File: src/rtl/dsp_pkg.sv
`timescale 1ns / 1ps
package dsp_pkg;
  localparam int WINDOW_DEPTH_DEF = 10;
  localparam int DIST_W = 10;

  localparam logic [1:0] OP_SAMPLE = 2'd0;
  localparam logic [1:0] OP_STOP   = 2'd1;
  localparam logic [1:0] OP_START  = 2'd2;
  localparam logic [1:0] OP_TIMER  = 2'd3;

  localparam logic [1:0] SENS_LEFT  = 2'd0;
  localparam logic [1:0] SENS_RIGHT = 2'd1;
  localparam logic [1:0] SENS_FRONT = 2'd2;

  localparam logic [1:0] DIR_FWD  = 2'd1;
  localparam logic [1:0] DIR_BACK = 2'd2;
  localparam logic [1:0] SERVO_OTHER = 2'd3;

  localparam logic [1:0] TGT_MOTOR = 2'd0;
  localparam logic [1:0] TGT_SERVO = 2'd1;
  localparam logic [1:0] TGT_TIMER = 2'd2;

  localparam logic [1:0] MOT_STOP  = 2'd0;
  localparam logic [1:0] MOT_START = 2'd1;
  localparam logic [1:0] MOT_BACK  = 2'd2;
  localparam logic [1:0] MOT_FWD   = 2'd3;

  localparam logic [3:0] SV_CENTER  = 4'd0;
  localparam logic [3:0] SV_RIGHT   = 4'd1;
  localparam logic [3:0] SV_LEFT    = 4'd2;
  localparam logic [3:0] SV_TURN_R  = 4'd3;
  localparam logic [3:0] SV_TURN_L  = 4'd4;
  localparam logic [3:0] SV_3PT_R   = 4'd5;
  localparam logic [3:0] SV_3PT_L   = 4'd6;
  localparam logic [3:0] SV_NUDGE_R = 4'd7;
  localparam logic [3:0] SV_NUDGE_L = 4'd8;

  localparam logic [1:0] CFG_TURN_SPEED     = 2'd0;
  localparam logic [1:0] CFG_STRAIGHT_SPEED = 2'd1;
  localparam logic [1:0] CFG_TURN_DURATION  = 2'd2;
  localparam logic [1:0] CFG_TURN_MODE      = 2'd3;

  localparam logic [9:0] NO_FRONT       = 10'd200;
  localparam logic [9:0] TURN_FRONT_LIM = 10'd60;
  localparam logic [9:0] REVERSE_LIM    = 10'd11;
  localparam logic [9:0] NUDGE_LIM      = 10'd10;
  localparam logic [9:0] SPEED_SWITCH   = 10'd70;
  localparam logic [9:0] REVERSE_ARG    = 10'd50;
  localparam logic [9:0] REVERSE_MS     = 10'd1000;

  typedef struct packed {
    logic [1:0] opcode;
    logic [1:0] sensor;
    logic [9:0] distance;
    logic [1:0] motor_direction;
    logic [1:0] servo_activity;
  } in_item_t;

  typedef struct packed {
    logic [1:0] target;
    logic [1:0] motor_command;
    logic [3:0] servo_command;
    logic [9:0] argument;
    logic       last;
  } out_item_t;

  // controller -> datapath
  typedef struct packed {
    logic load;      // capture input beat
    logic clear;     // start: empty windows
    logic push;      // push sample into its window
    logic div_start; // begin both average divisions
    logic commit;    // update flags / front after decision
  } dp_cmd_t;

  // datapath -> controller
  typedef struct packed {
    logic div_done;
  } dp_sts_t;
endpackage

File: src/rtl/dsp_div.sv
`timescale 1ns / 1ps
module dsp_div #(
  parameter int NUM_W = 14,
  parameter int DEN_W = 5
) (
  input  logic             clk,
  input  logic             rst_n,
  input  logic             start,
  input  logic [NUM_W-1:0] num,
  input  logic [DEN_W-1:0] den,
  output logic [NUM_W-1:0] quo,
  output logic             done
);
  localparam int CW = $clog2(NUM_W + 1);
  logic [NUM_W-1:0] q_r, q_nxt;
  logic [DEN_W:0]   rem_r, rem_nxt;
  logic [DEN_W-1:0] d_r, d_nxt;
  logic [CW-1:0]    cnt_r, cnt_nxt;
  logic             busy_r, busy_nxt;
  logic [DEN_W+1:0] trial;

  always_comb begin
    q_nxt = q_r;
    rem_nxt = rem_r;
    d_nxt = d_r;
    cnt_nxt = cnt_r;
    busy_nxt = busy_r;
    trial = '0;
    if (start) begin
      q_nxt = num;
      rem_nxt = '0;
      d_nxt = den;
      cnt_nxt = CW'(NUM_W);
      busy_nxt = 1'b1;
    end else if (busy_r) begin
      trial = {rem_r, q_r[NUM_W-1]};
      if (trial >= {2'b00, d_r}) begin
        trial = trial - {2'b00, d_r};
        q_nxt = {q_r[NUM_W-2:0], 1'b1};
      end else begin
        q_nxt = {q_r[NUM_W-2:0], 1'b0};
      end
      rem_nxt = trial[DEN_W:0];
      cnt_nxt = cnt_r - 1'b1;
      if (cnt_r == CW'(1)) busy_nxt = 1'b0;
    end
  end

  always_ff @(posedge clk) begin
    if (!rst_n) begin
      busy_r <= 1'b0;
      cnt_r <= '0;
    end else begin
      busy_r <= busy_nxt;
      cnt_r <= cnt_nxt;
    end
    q_r <= q_nxt;
    rem_r <= rem_nxt;
    d_r <= d_nxt;
  end

  assign quo = q_r;
  assign done = busy_r && (cnt_r == CW'(1));
endmodule

File: src/rtl/dsp_datapath.sv
`timescale 1ns / 1ps
module dsp_datapath #(
  parameter int WINDOW_DEPTH = dsp_pkg::WINDOW_DEPTH_DEF
) (
  input  logic              clk,
  input  logic              rst_n,
  input  dsp_pkg::dp_cmd_t  cmd,
  output dsp_pkg::dp_sts_t  sts,
  input  dsp_pkg::in_item_t in_item,
  input  logic [7:0]        turn_speed,
  input  logic [7:0]        straight_speed,
  input  logic [7:0]        turn_duration,
  input  logic              turn_mode,
  output dsp_pkg::out_item_t res [4],
  output logic [2:0]        res_n
);
  localparam int PW = (WINDOW_DEPTH > 1) ? $clog2(WINDOW_DEPTH) : 1;
  localparam int CW = $clog2(WINDOW_DEPTH + 1);
  localparam int SW = 10 + CW;

  dsp_pkg::in_item_t it_r;
  logic [9:0]  lwin_r [WINDOW_DEPTH];
  logic [9:0]  rwin_r [WINDOW_DEPTH];
  logic [PW-1:0] lpos_r, rpos_r, lnew_r, rnew_r;
  logic [CW-1:0] lcnt_r, rcnt_r;
  logic [SW-1:0] lsum_r, rsum_r;
  logic [9:0]  front_r;
  logic        halted_r, slow_r, armed_r;
  logic [SW-1:0] lavg, ravg;
  logic        ldone, rdone;
  logic        is_left, is_side, accepted, push_en;

  function automatic logic [PW-1:0] inc(input logic [PW-1:0] p);
    inc = (p == PW'(WINDOW_DEPTH - 1)) ? '0 : p + 1'b1;
  endfunction

  assign is_left = (it_r.sensor == dsp_pkg::SENS_LEFT);
  assign is_side = (it_r.opcode == dsp_pkg::OP_SAMPLE) &&
                   (it_r.sensor == dsp_pkg::SENS_LEFT ||
                    it_r.sensor == dsp_pkg::SENS_RIGHT);
  assign accepted = (it_r.motor_direction == dsp_pkg::DIR_FWD ||
                     it_r.motor_direction == dsp_pkg::DIR_BACK) &&
                    it_r.servo_activity != dsp_pkg::SERVO_OTHER && !halted_r;
  assign push_en = cmd.push && accepted && is_side;

  always_ff @(posedge clk) begin
    if (cmd.load) it_r <= in_item;
    if (push_en && is_left) lwin_r[lpos_r] <= it_r.distance;
    if (push_en && !is_left) rwin_r[rpos_r] <= it_r.distance;
  end

  always_ff @(posedge clk) begin
    if (!rst_n) begin
      lpos_r <= '0; rpos_r <= '0; lnew_r <= '0; rnew_r <= '0;
      lcnt_r <= '0; rcnt_r <= '0; lsum_r <= '0; rsum_r <= '0;
      front_r <= dsp_pkg::NO_FRONT;
      halted_r <= 1'b1; slow_r <= 1'b0; armed_r <= 1'b0;
    end else begin
      if (cmd.clear) begin
        lpos_r <= '0; rpos_r <= '0;
        lcnt_r <= '0; rcnt_r <= '0; lsum_r <= '0; rsum_r <= '0;
        front_r <= dsp_pkg::NO_FRONT;
      end
      if (push_en) begin
        if (is_left) begin
          lsum_r <= lsum_r + SW'(it_r.distance)
                    - ((lcnt_r == CW'(WINDOW_DEPTH)) ? SW'(lwin_r[lpos_r]) : '0);
          if (lcnt_r != CW'(WINDOW_DEPTH)) lcnt_r <= lcnt_r + 1'b1;
          lnew_r <= lpos_r;
          lpos_r <= inc(lpos_r);
        end else begin
          rsum_r <= rsum_r + SW'(it_r.distance)
                    - ((rcnt_r == CW'(WINDOW_DEPTH)) ? SW'(rwin_r[rpos_r]) : '0);
          if (rcnt_r != CW'(WINDOW_DEPTH)) rcnt_r <= rcnt_r + 1'b1;
          rnew_r <= rpos_r;
          rpos_r <= inc(rpos_r);
        end
      end
      if (cmd.commit) begin
        case (it_r.opcode)
          dsp_pkg::OP_STOP:  halted_r <= 1'b1;
          dsp_pkg::OP_START: halted_r <= 1'b0;
          dsp_pkg::OP_TIMER: armed_r <= 1'b0;
          default: begin
            if (accepted && it_r.sensor == dsp_pkg::SENS_FRONT &&
                it_r.distance != '0) begin
              front_r <= it_r.distance;
              if (it_r.distance <= dsp_pkg::REVERSE_LIM) armed_r <= 1'b1;
              if (it_r.distance < dsp_pkg::SPEED_SWITCH) slow_r <= 1'b1;
              else slow_r <= 1'b0;
            end
          end
        endcase
      end
    end
  end

  dsp_div #(.NUM_W(SW), .DEN_W(CW)) u_ldiv (
    .clk(clk), .rst_n(rst_n), .start(cmd.div_start), .num(lsum_r), .den(lcnt_r),
    .quo(lavg), .done(ldone)
  );
  dsp_div #(.NUM_W(SW), .DEN_W(CW)) u_rdiv (
    .clk(clk), .rst_n(rst_n), .start(cmd.div_start), .num(rsum_r), .den(rcnt_r),
    .quo(ravg), .done(rdone)
  );
  assign sts.div_done = ldone && rdone;

  logic [9:0] lnewest, rnewest, lval, rval, m;
  logic [SW+3:0] dl, dr;
  logic dep_l, dep_r, turn;
  assign m = it_r.distance;
  assign lnewest = (lcnt_r == '0) ? '0 : lwin_r[lnew_r];
  assign rnewest = (rcnt_r == '0) ? '0 : rwin_r[rnew_r];
  assign lval = is_left ? m : lnewest;
  assign rval = is_left ? rnewest : m;

  always_comb begin
    dl = (SW+4)'(lval) > (SW+4)'(lavg) ? (SW+4)'(lval) - (SW+4)'(lavg)
                                       : (SW+4)'(lavg) - (SW+4)'(lval);
    dr = (SW+4)'(rval) > (SW+4)'(ravg) ? (SW+4)'(rval) - (SW+4)'(ravg)
                                       : (SW+4)'(ravg) - (SW+4)'(rval);
    dep_l = ((dl << 3) + (dl << 1)) > (((SW+4)'(lavg) << 1) + (SW+4)'(lavg));
    dep_r = ((dr << 3) + (dr << 1)) > (((SW+4)'(ravg) << 1) + (SW+4)'(ravg));
    turn = ((lval != '0) || (rval != '0)) && (dep_l || dep_r) &&
           (front_r < dsp_pkg::TURN_FRONT_LIM);
  end

  dsp_pkg::out_item_t r [4];
  logic [2:0] n;

  function automatic dsp_pkg::out_item_t mk(input logic [1:0] t, input logic [1:0] mc,
                                           input logic [3:0] sc, input logic [9:0] a);
    mk = '{target: t, motor_command: mc, servo_command: sc, argument: a, last: 1'b0};
  endfunction

  always_comb begin
    for (int i = 0; i < 4; i++) r[i] = '0;
    n = '0;
    case (it_r.opcode)
      dsp_pkg::OP_STOP: begin
        r[0] = mk(dsp_pkg::TGT_MOTOR, dsp_pkg::MOT_STOP, dsp_pkg::SV_CENTER, '0);
        n = 3'd1;
      end
      dsp_pkg::OP_START: begin
        r[0] = mk(dsp_pkg::TGT_SERVO, dsp_pkg::MOT_STOP, dsp_pkg::SV_CENTER, '0);
        r[1] = mk(dsp_pkg::TGT_MOTOR, dsp_pkg::MOT_START, dsp_pkg::SV_CENTER,
                  {2'b00, straight_speed});
        n = 3'd2;
      end
      dsp_pkg::OP_TIMER: begin
        if (armed_r) begin
          r[0] = mk(dsp_pkg::TGT_MOTOR, dsp_pkg::MOT_FWD, dsp_pkg::SV_CENTER,
                    {2'b00, turn_speed});
          r[1] = mk(dsp_pkg::TGT_SERVO, dsp_pkg::MOT_STOP, dsp_pkg::SV_CENTER, '0);
          n = 3'd2;
        end
      end
      default: begin
        if (accepted && it_r.sensor == dsp_pkg::SENS_FRONT && m != '0) begin
          if (m <= dsp_pkg::REVERSE_LIM) begin
            r[0] = mk(dsp_pkg::TGT_MOTOR, dsp_pkg::MOT_BACK, dsp_pkg::SV_CENTER,
                      {2'b00, turn_speed});
            r[1] = mk(dsp_pkg::TGT_SERVO, dsp_pkg::MOT_STOP,
                      (lnewest > rnewest) ? dsp_pkg::SV_RIGHT : dsp_pkg::SV_LEFT,
                      dsp_pkg::REVERSE_ARG);
            r[2] = mk(dsp_pkg::TGT_TIMER, dsp_pkg::MOT_STOP, dsp_pkg::SV_CENTER,
                      dsp_pkg::REVERSE_MS);
            n = 3'd3;
          end
          if ((m < dsp_pkg::SPEED_SWITCH && !slow_r) ||
              (m >= dsp_pkg::SPEED_SWITCH && slow_r)) begin
            r[n[1:0]] = mk(dsp_pkg::TGT_MOTOR, dsp_pkg::MOT_FWD, dsp_pkg::SV_CENTER,
                           {2'b00, slow_r ? straight_speed : turn_speed});
            n = n + 3'd1;
          end
        end else if (accepted && (it_r.sensor == dsp_pkg::SENS_LEFT ||
                                  it_r.sensor == dsp_pkg::SENS_RIGHT)) begin
          if ((is_left ? rcnt_r : lcnt_r) != '0) begin
            if (turn) begin
              r[0] = mk(dsp_pkg::TGT_SERVO, dsp_pkg::MOT_STOP,
                        (rval > lval) ? (turn_mode ? dsp_pkg::SV_3PT_R : dsp_pkg::SV_TURN_R)
                                      : (turn_mode ? dsp_pkg::SV_3PT_L : dsp_pkg::SV_TURN_L),
                        turn_mode ? '0 : {2'b00, turn_duration});
              n = 3'd1;
            end else if (m >= 10'd1 && m <= dsp_pkg::NUDGE_LIM) begin
              r[0] = mk(dsp_pkg::TGT_SERVO, dsp_pkg::MOT_STOP,
                        is_left ? dsp_pkg::SV_NUDGE_R : dsp_pkg::SV_NUDGE_L, '0);
              n = 3'd1;
            end
          end
        end
      end
    endcase
    for (int i = 0; i < 4; i++) if (3'(i + 1) == n) r[i].last = 1'b1;
  end

  assign res = r;
  assign res_n = n;
endmodule

File: src/rtl/dsp_ctrl.sv
`timescale 1ns / 1ps
module dsp_ctrl (
  input  logic               clk,
  input  logic               rst_n,
  input  logic               in_valid,
  output logic               in_ready,
  input  dsp_pkg::in_item_t  in_item,
  output logic               out_valid,
  input  logic               out_ready,
  output dsp_pkg::out_item_t out_item,
  output dsp_pkg::dp_cmd_t   cmd,
  input  dsp_pkg::dp_sts_t   sts,
  input  dsp_pkg::out_item_t res [4],
  input  logic [2:0]         res_n
);
  localparam logic [2:0] S_IDLE = 3'd0;
  localparam logic [2:0] S_PUSH = 3'd1;
  localparam logic [2:0] S_DIV  = 3'd2;
  localparam logic [2:0] S_WAIT = 3'd3;
  localparam logic [2:0] S_EMIT = 3'd4;
  localparam logic [2:0] S_COMMIT = 3'd5;

  logic [2:0] state_r, state_nxt;
  logic [1:0] idx_r, idx_nxt;
  logic [2:0] cnt_r, cnt_nxt;
  dsp_pkg::out_item_t buf_r [4];
  dsp_pkg::out_item_t obuf_r, obuf_nxt;
  logic ov_r, ov_nxt;

  assign in_ready = (state_r == S_IDLE);

  always_comb begin
    state_nxt = state_r;
    idx_nxt = idx_r;
    cnt_nxt = cnt_r;
    obuf_nxt = obuf_r;
    ov_nxt = ov_r;
    cmd = '0;
    if (ov_r && out_ready) ov_nxt = 1'b0;
    case (state_r)
      S_IDLE: if (in_valid) begin
        cmd.load = 1'b1;
        cmd.clear = in_item.opcode == dsp_pkg::OP_START;
        state_nxt = S_PUSH;
      end
      S_PUSH: begin
        cmd.push = 1'b1;
        state_nxt = S_DIV;
      end
      S_DIV: begin
        cmd.div_start = 1'b1;
        state_nxt = S_WAIT;
      end
      S_WAIT: if (sts.div_done) state_nxt = S_COMMIT;
      S_COMMIT: begin
        cmd.commit = 1'b1;
        cnt_nxt = res_n;
        idx_nxt = '0;
        state_nxt = (res_n == '0) ? S_IDLE : S_EMIT;
      end
      S_EMIT: if (!ov_nxt) begin
        obuf_nxt = buf_r[idx_r];
        ov_nxt = 1'b1;
        idx_nxt = idx_r + 1'b1;
        cnt_nxt = cnt_r - 1'b1;
        if (cnt_r == 3'd1) state_nxt = S_IDLE;
      end
      default: state_nxt = S_IDLE;
    endcase
  end

  always_ff @(posedge clk) begin
    if (!rst_n) begin
      state_r <= S_IDLE;
      ov_r <= 1'b0;
    end else begin
      state_r <= state_nxt;
      ov_r <= ov_nxt;
    end
    idx_r <= idx_nxt;
    cnt_r <= cnt_nxt;
    obuf_r <= obuf_nxt;
    if (state_r == S_COMMIT) buf_r <= res;
  end

  assign out_valid = ov_r;
  assign out_item = obuf_r;
endmodule

File: src/rtl/distance_steering_policy.sv
`timescale 1ns / 1ps
// Distance steering policy.
// Input channel in_valid/in_ready/in_item carries one event beat: stop,
// start, distance sample or reverse-timer expiry. Output channel
// out_valid/out_ready/out_item carries zero to four command beats per
// event; the final beat of an event has last set.
// Config channel cfg_valid/cfg_ready/cfg_index/cfg_data writes the four
// registers; cfg_ready is always high. Write only when idle.
// An event passes through accept, window push, divider start, 14
// window-average divider steps (one per sum bit at default depth) and
// commit; its command beats then follow in order as the receiver takes them.
// The first command beat is loaded into the output register in the emit state.
// One event is handled at a time; in_ready is high only between events.
// A stalled receiver holds the current beat in the output register and
// the block waits before presenting the next one.
// Reset: halted, windows empty, no front reading (200), speed flag and
// timer flag clear, registers at 1, 3, 30 and 0.
module distance_steering_policy #(
  parameter int WINDOW_DEPTH = dsp_pkg::WINDOW_DEPTH_DEF
) (
  input  logic               clk,
  input  logic               rst_n,
  input  logic               in_valid,
  output logic               in_ready,
  input  dsp_pkg::in_item_t  in_item,
  output logic               out_valid,
  input  logic               out_ready,
  output dsp_pkg::out_item_t out_item,
  input  logic               cfg_valid,
  output logic               cfg_ready,
  input  logic [1:0]         cfg_index,
  input  logic [7:0]         cfg_data
);
  logic [7:0] turn_speed_r, straight_speed_r, turn_duration_r;
  logic       turn_mode_r;
  dsp_pkg::dp_cmd_t cmd;
  dsp_pkg::dp_sts_t sts;
  dsp_pkg::out_item_t res [4];
  logic [2:0] res_n;

  assign cfg_ready = 1'b1;

  always_ff @(posedge clk) begin
    if (!rst_n) begin
      turn_speed_r <= 8'd1;
      straight_speed_r <= 8'd3;
      turn_duration_r <= 8'd30;
      turn_mode_r <= 1'b0;
    end else begin
      if (cfg_valid) begin
        case (cfg_index)
          dsp_pkg::CFG_TURN_SPEED:     turn_speed_r <= cfg_data;
          dsp_pkg::CFG_STRAIGHT_SPEED: straight_speed_r <= cfg_data;
          dsp_pkg::CFG_TURN_DURATION:  turn_duration_r <= cfg_data;
          dsp_pkg::CFG_TURN_MODE:      turn_mode_r <= cfg_data[0];
          default: ;
        endcase
      end
    end
  end

  dsp_ctrl u_ctrl (
    .clk(clk), .rst_n(rst_n), .in_valid(in_valid), .in_ready(in_ready),
    .in_item(in_item), .out_valid(out_valid), .out_ready(out_ready),
    .out_item(out_item), .cmd(cmd), .sts(sts), .res(res), .res_n(res_n)
  );

  dsp_datapath #(.WINDOW_DEPTH(WINDOW_DEPTH)) u_dp (
    .clk(clk), .rst_n(rst_n), .cmd(cmd), .sts(sts), .in_item(in_item),
    .turn_speed(turn_speed_r), .straight_speed(straight_speed_r),
    .turn_duration(turn_duration_r), .turn_mode(turn_mode_r),
    .res(res), .res_n(res_n)
  );
endmodule

File: config.mk
export PLATFORM = sky130hd
export DESIGN_NAME = distance_steering_policy
export DESIGN_NICKNAME = d
export VERILOG_FILES = /design/src/rtl/dsp_pkg.sv /design/src/rtl/dsp_div.sv /design/src/rtl/dsp_datapath.sv /design/src/rtl/dsp_ctrl.sv /design/src/rtl/distance_steering_policy.sv
export SDC_FILE = /design/constraint.sdc
export NUM_CORES = 1
export LEC_CHECK = 0
export BUFFER_PORTS_ARGS = -buffer_cell sky130_fd_sc_hd__clkbuf_2
export CAP_MARGIN = 25
export CORE_UTILIZATION = 43
export DETAILED_ROUTE_END_ITERATION = 6
export GPL_ROUTABILITY_DRIVEN = 0
export PLACE_DENSITY_LB_ADDON = 0.3
export SYNTH_ARGS = -nofsm -noshare
export SYNTH_HDL_FRONTEND = slang
export SYNTH_SLANG_ARGS = --single-unit
File: constraint.sdc
create_clock -name clk -period 17.88 [get_ports clk]
set_clock_uncertainty 0.1 [all_clocks]
set_input_delay 0.894 -clock clk [delete_from_list [all_inputs] [get_ports clk]]
set_output_delay 0.894 -clock clk [all_outputs]
set_load 0.03 [all_outputs]
# Word level (Yosys, flattened, before mapping)
# Memory sizes are Yosys's and may differ from the RTL's. A register that Yosys moved wholly into a read port is not among the register bits.
# Index checks and enable logic that the tools add are counted.
[classes] add_sub_neg=23 order_cmp=17 n_eq_ne=34 muxes=123 bitwise_logic=9 reduce_logical=62
[ops] op="57-bit 2-to-1 mux" count=3
[ops] op="14-bit 2-to-1 mux" count=10
[ops] op="19-bit 2-to-1 mux" count=7
[ops] op="4-bit 2-to-1 mux" count=29
[ops] op="19-bit case mux with 3 select lines" count=2
[ops] op="10-bit 2-to-1 mux" count=10
[ops] op="76-bit bitwise mux" count=1
[ops] op="76-bit 2-to-1 mux" count=1
[ops] op="55-bit 2-to-1 mux" count=1
[ops] op="3-bit 2-to-1 mux" count=13
[ops] op="19-bit binary-select mux with 2-bit select" count=1
[ops] op="19-bit demux with 2-bit select" count=1
[ops] op="18-bit adder" count=2
[ops] op="18-bit greater-than comparator" count=2
[ops] op="36-bit 2-to-1 mux" count=1
[ops] op="17-bit 2-to-1 mux" count=2
[ops] op="15-bit by 14-bit adder with 16-bit output" count=2
[ops] op="10-bit nonzero test" count=3
[ops] op="10-bit by 14-bit subtractor with 15-bit output" count=2
[ops] op="14-bit by 10-bit subtractor with 15-bit output" count=2
[ops] op="14-bit by 10-bit adder with 14-bit output" count=2
[ops] op="10-bit by 14-bit greater-than comparator with 1-bit output" count=2
[ops] op="14-bit subtractor" count=2
[ops] op="1-bit 2-to-1 mux" count=22
[ops] op="55 further kinds" count=145
[totals] reg_bits=268 mem_bits_rw=200 wordCells=332 n_memories=2
[mem_list] memory="u_dp.lwin_r" depth=10 width=10 rd=2 rd_ports_with_merged_regs=2 write_ports=1 line="dsp_datapath.sv:22" source="logic [9:0] lwin_r [WINDOW_DEPTH];"
[mem_list] memory="u_dp.rwin_r" depth=10 width=10 rd=2 rd_ports_with_merged_regs=2 write_ports=1 line="dsp_datapath.sv:23" source="logic [9:0] rwin_r [WINDOW_DEPTH];"

# Logic depth before layout (Yosys ltp)
[depth] ltp_word=18 mapped_depth=40

# Modules after synthesis
# Synthesis repeated with hierarchy kept, for this count alone.
[unflattened] cells_unflattened=2651 hier_area_um2=29321.9
[by_module_without_submodules] mod="dsp_datapath" instances=1 cells_each=2159 area_per_inst_um2=21793.4 seq_area_each_um2=7967.6
[by_module_without_submodules] mod="dsp_ctrl" instances=1 cells_each=169 area_per_inst_um2=3809.9 seq_area_each_um2=3083.0
[by_module_without_submodules] mod="dsp_div at u_dp.u_ldiv" instances=1 cells_each=111 area_per_inst_um2=1360.1 seq_area_each_um2=740.7
[by_module_without_submodules] mod="dsp_div at u_dp.u_rdiv" instances=1 cells_each=110 area_per_inst_um2=1355.0 seq_area_each_um2=740.7
[by_module_without_submodules] mod="distance_steering_policy" instances=1 cells_each=102 area_per_inst_um2=1003.5 seq_area_each_um2=500.5

# Least setup slack after synthesis
# No wires, ideal clock.
[synth_path] kind="register to register" startpoint="register (tool-made name)" endpoint="register u_ctrl.buf_r[0] (netlist bit), data pin" arrival_ps=8145 required_time_ps=17612 slack_ps=9467 stages_incl_launch_ff=38 n_path_buf=5 period_less_slack_ps=8413 cell_sequence="dfxtp_1 > buf_2 > buf_1 > buf_2 > mux4_2 > mux2_2 > o211ai_1 > o21ai_0 > ha_1 > clkbuf_1 > nand4_1 > nor4_1 > nor2_1 > o21ai_1 > clkbuf_1 > mux2i_1 > xnor2_1 > ha_1 > [2 not listed] > a31oi_1 > o21bai_1 > a21oi_1 > o21bai_1 > a21oi_1 > xnor2_1 > ha_1 > a21o_1 > a21o_1 > a211oi_1 > o21ai_0 > a31oi_1 > o21ai_0 > nor3_1 > nand3_1 > o211a_2 > o21ai_2 > nor4b_4"
[synth_rtl] element="end signal, assigned" line="dsp_ctrl.sv:83" source="if (state_r == S_COMMIT) buf_r <= res;"
[synth_rtl] element="end, declared" line="dsp_ctrl.sv:26" source="dsp_pkg::out_item_t buf_r [4];"

==> flow_summary.ini <==
[critical_path]
crit_required_ns = 18.20
crit_family = compound AO/OA/AOI/OAI gates
cp_common_cell = a211oi_1
r2r_slack_ns = 7.87
worstRegToRegCells = 35
cp-end-kind = flop
critPathLaunchType = flop
timing.rr.end = u_ctrl.buf_r[0]
arrival_ns = 10.33
cp_max_fo = 20
crit_slowest_cell = dfxtp_1
critPathBufInv = 1
path_class = reg -> reg
endpoint = u_ctrl.buf_r[0]
max_stage_delay_ns = 0.95
cp.depth = 35

[routing]
drcViolationCount = 0
routed_wl_um = 70700
via_per_inst = 5.74
wire_per_inst_um = 20.3
first_iter_violations = 1600
vias = 20038
drtAntennaViolNets = 0
firstDrtPassIters = 5

[sta]
slew_headroom = 0.284
report.final.slew_viol_count = 0
setup_tns_ns = 0
holdWs_ns = 0.366
tightest_slew_ns = 1.07
finalHoldViolations = 0
rsz0062_at_grt = false
period_minus_slack_ns = 10.01
fmax_mhz = 99.9
fin_ws_ns = 7.87
setup_viol = 0
post-route-period-util = 0.560

[global_routing]
grtUsageTotal = 0.217
grt_pass1_wl_um = 110000
grt_remaining_overflow = 0
antenna_found_initial = 0
grt_max_degree = 61
met2_usage = 0.363
met1_usage = 0.296
gr-usage-met3 = 0.0254
busiest_layer = met2
grt_pass1_vias = 19657

[finish]
syn2layout_area_growth_pct = 11.3
finalNetCount = 2872
diodes = 0
fin_util = 0.485
final_cell_mix = edfxtp_1, ha_1, inv_1
layout_commonest_cell = edfxtp_1
fillers = 5586
drive_gt1_frac = 0.121

[floorplanning]
dieArea_um2 = 65100
io_pins = 55
start_util = 0.436
fp-row-count = 92
core_um2 = 63200
die_height_um = 255
die_w_um = 255

[worst_hold_path]
min_path_type = in -> reg

[clock_tree]
root_buffer = clkbuf_16
cts_buffer_depth = 3
cts.reportedPaths.clkPinSlew_ns = 0.06
post-cts-setup-buffers = 0
cts_num_sinks = 437
h-tree-depth = 2
tritoncts = built
numCtsBuffers = 48
ctsResizeCount = 0
clk_latency_ns = 0.61
ctsHoldBuffers = 0

[place]
preCtsSetupSlack_ns = 7.28
io_buffer_count = 53
place_hpwl_um = 51000

[synth]
synth_fp_nets = 2831
synth-edff-count = 317
netlist_area_um2 = 27500
synth_flop_cell = edfxtp_1
ys.warnings.count = 0
synth_cell_types = 85
synth_seq_cells = 437
netlist_instances = 2562
async_flop_share = 0
avgSynthCellArea_um2 = 10.7
seq_area_frac_synth = 0.433

[flow_run]
drv_cap = 0

[pwr]
powerDensity_nw_per_um2 = 106
peakVddDrop_mv = 0.0749
p_leak_nw = 11.5

[run_status]
status = finished, final reports clean
## logic make-up after synthesis
kind of cell,after synthesis,synth area share
simple gates,664,0.121
compound gates,596,0.143
flops,437,0.433
buf+inv,331,0.0464
fa+ha+maj,237,0.115
mux,185,0.107
xor+xnor,111,0.0353
other cells,1,0.000136
## state kept, by name (all words and copies together) (netlist names), 5 cells and up, named ones only
signal             cells
straight_speed_r       8
turn_duration_r        8
turn_speed_r           8
u_ctrl.buf_r          41
u_ctrl.out_item       17
u_dp.front_r           8
u_dp.it_r              8
u_dp.lsum_r           14
u_dp.lwin_r          100
u_dp.m                10
u_dp.rsum_r           14
u_dp.rwin_r          100
u_dp.u_ldiv.quo       14
u_dp.u_ldiv.rem_r      5
u_dp.u_rdiv.quo       14
u_dp.u_rdiv.rem_r      5
## through the flow
stage	power (W)	area, um2	std cells
2_1_floorplan	0.00195	27500	2562
3_3_place_gp	0.00216	28800	3388
3_5_place_dp	0.00219	28900	3393
4_1_cts	0.00325	30600	3483
5_1_grt	0.00343	30600	3489
6_report	0.00324	30600	3489
## report_power, final
group	switching (W)	internal [W]
registers	0.0000330	0.00112
clock network	0.000423	0.000625
logic	0.000599	0.000442
total	0.00105	0.00219
## cell type report
type | count | area (um2) | area share
multi-input cells | 1794 | 14400 | 0.471
flip-flops and latches | 437 | 11900 | 0.389
clock buffers | 56 | 1260 | 0.0412
well taps | 846 | 1060 | 0.0345
inverters | 210 | 790 | 0.0258
repair buffers | 112 | 759 | 0.0248
clock inverters | 34 | 409 | 0.0134
## layer usage
metal | part of all wire | routed length (um)
met4 | 0.026 | 1840
met2 | 0.48 | 33700
met3 | 0.050 | 3560
met5 | 0 | 0
met1 | 0.45 | 31600
## how the worst min path moves through the flow
stage	from	endpoint	slack, ns	cells past startpoint
after floorplan	turn_duration_r[1]	turn_duration_r[1]	0.34	2
after global placement	u_dp.lnew_r[0]	flop	0.35	2
after detailed placement	turn_duration_r[1]	turn_duration_r[1]	0.36	2
after CTS	in_item[11]	u_dp.m[7]	0.34	1
after global routing	in_item[4]	u_dp.m[0]	0.35	1
final	in_item[11]	u_dp.m[7]	0.37	1
## synth_stat cells, drive strengths merged, types with 10 or more instances
master	n	area (um2)
o21a	10	75.1
fa	26	521
xnor2	78	683
mux4	85	1930
and3	10	62.6
nor2	127	477
a21oi	140	701
nand4	19	119
o21ai	139	699
or3	10	62.6
buf	30	146
nand2	202	758
inv	208	781
nor4	21	131
mux2i	87	871
nor2b	75	469
a211oi	77	583
nand3b	15	113
nor3	30	161
a21o	68	518
o21bai	26	195
o211ai	13	103
edfxtp	317	9520
xor2	33	289
mux2	13	150
nand2b	28	175
a21boi	42	315
clkbuf	91	342
dfxtp	120	2400
and2	28	175
ha	210	2630
nand3	62	310
(Power assumes the default switching activity.)
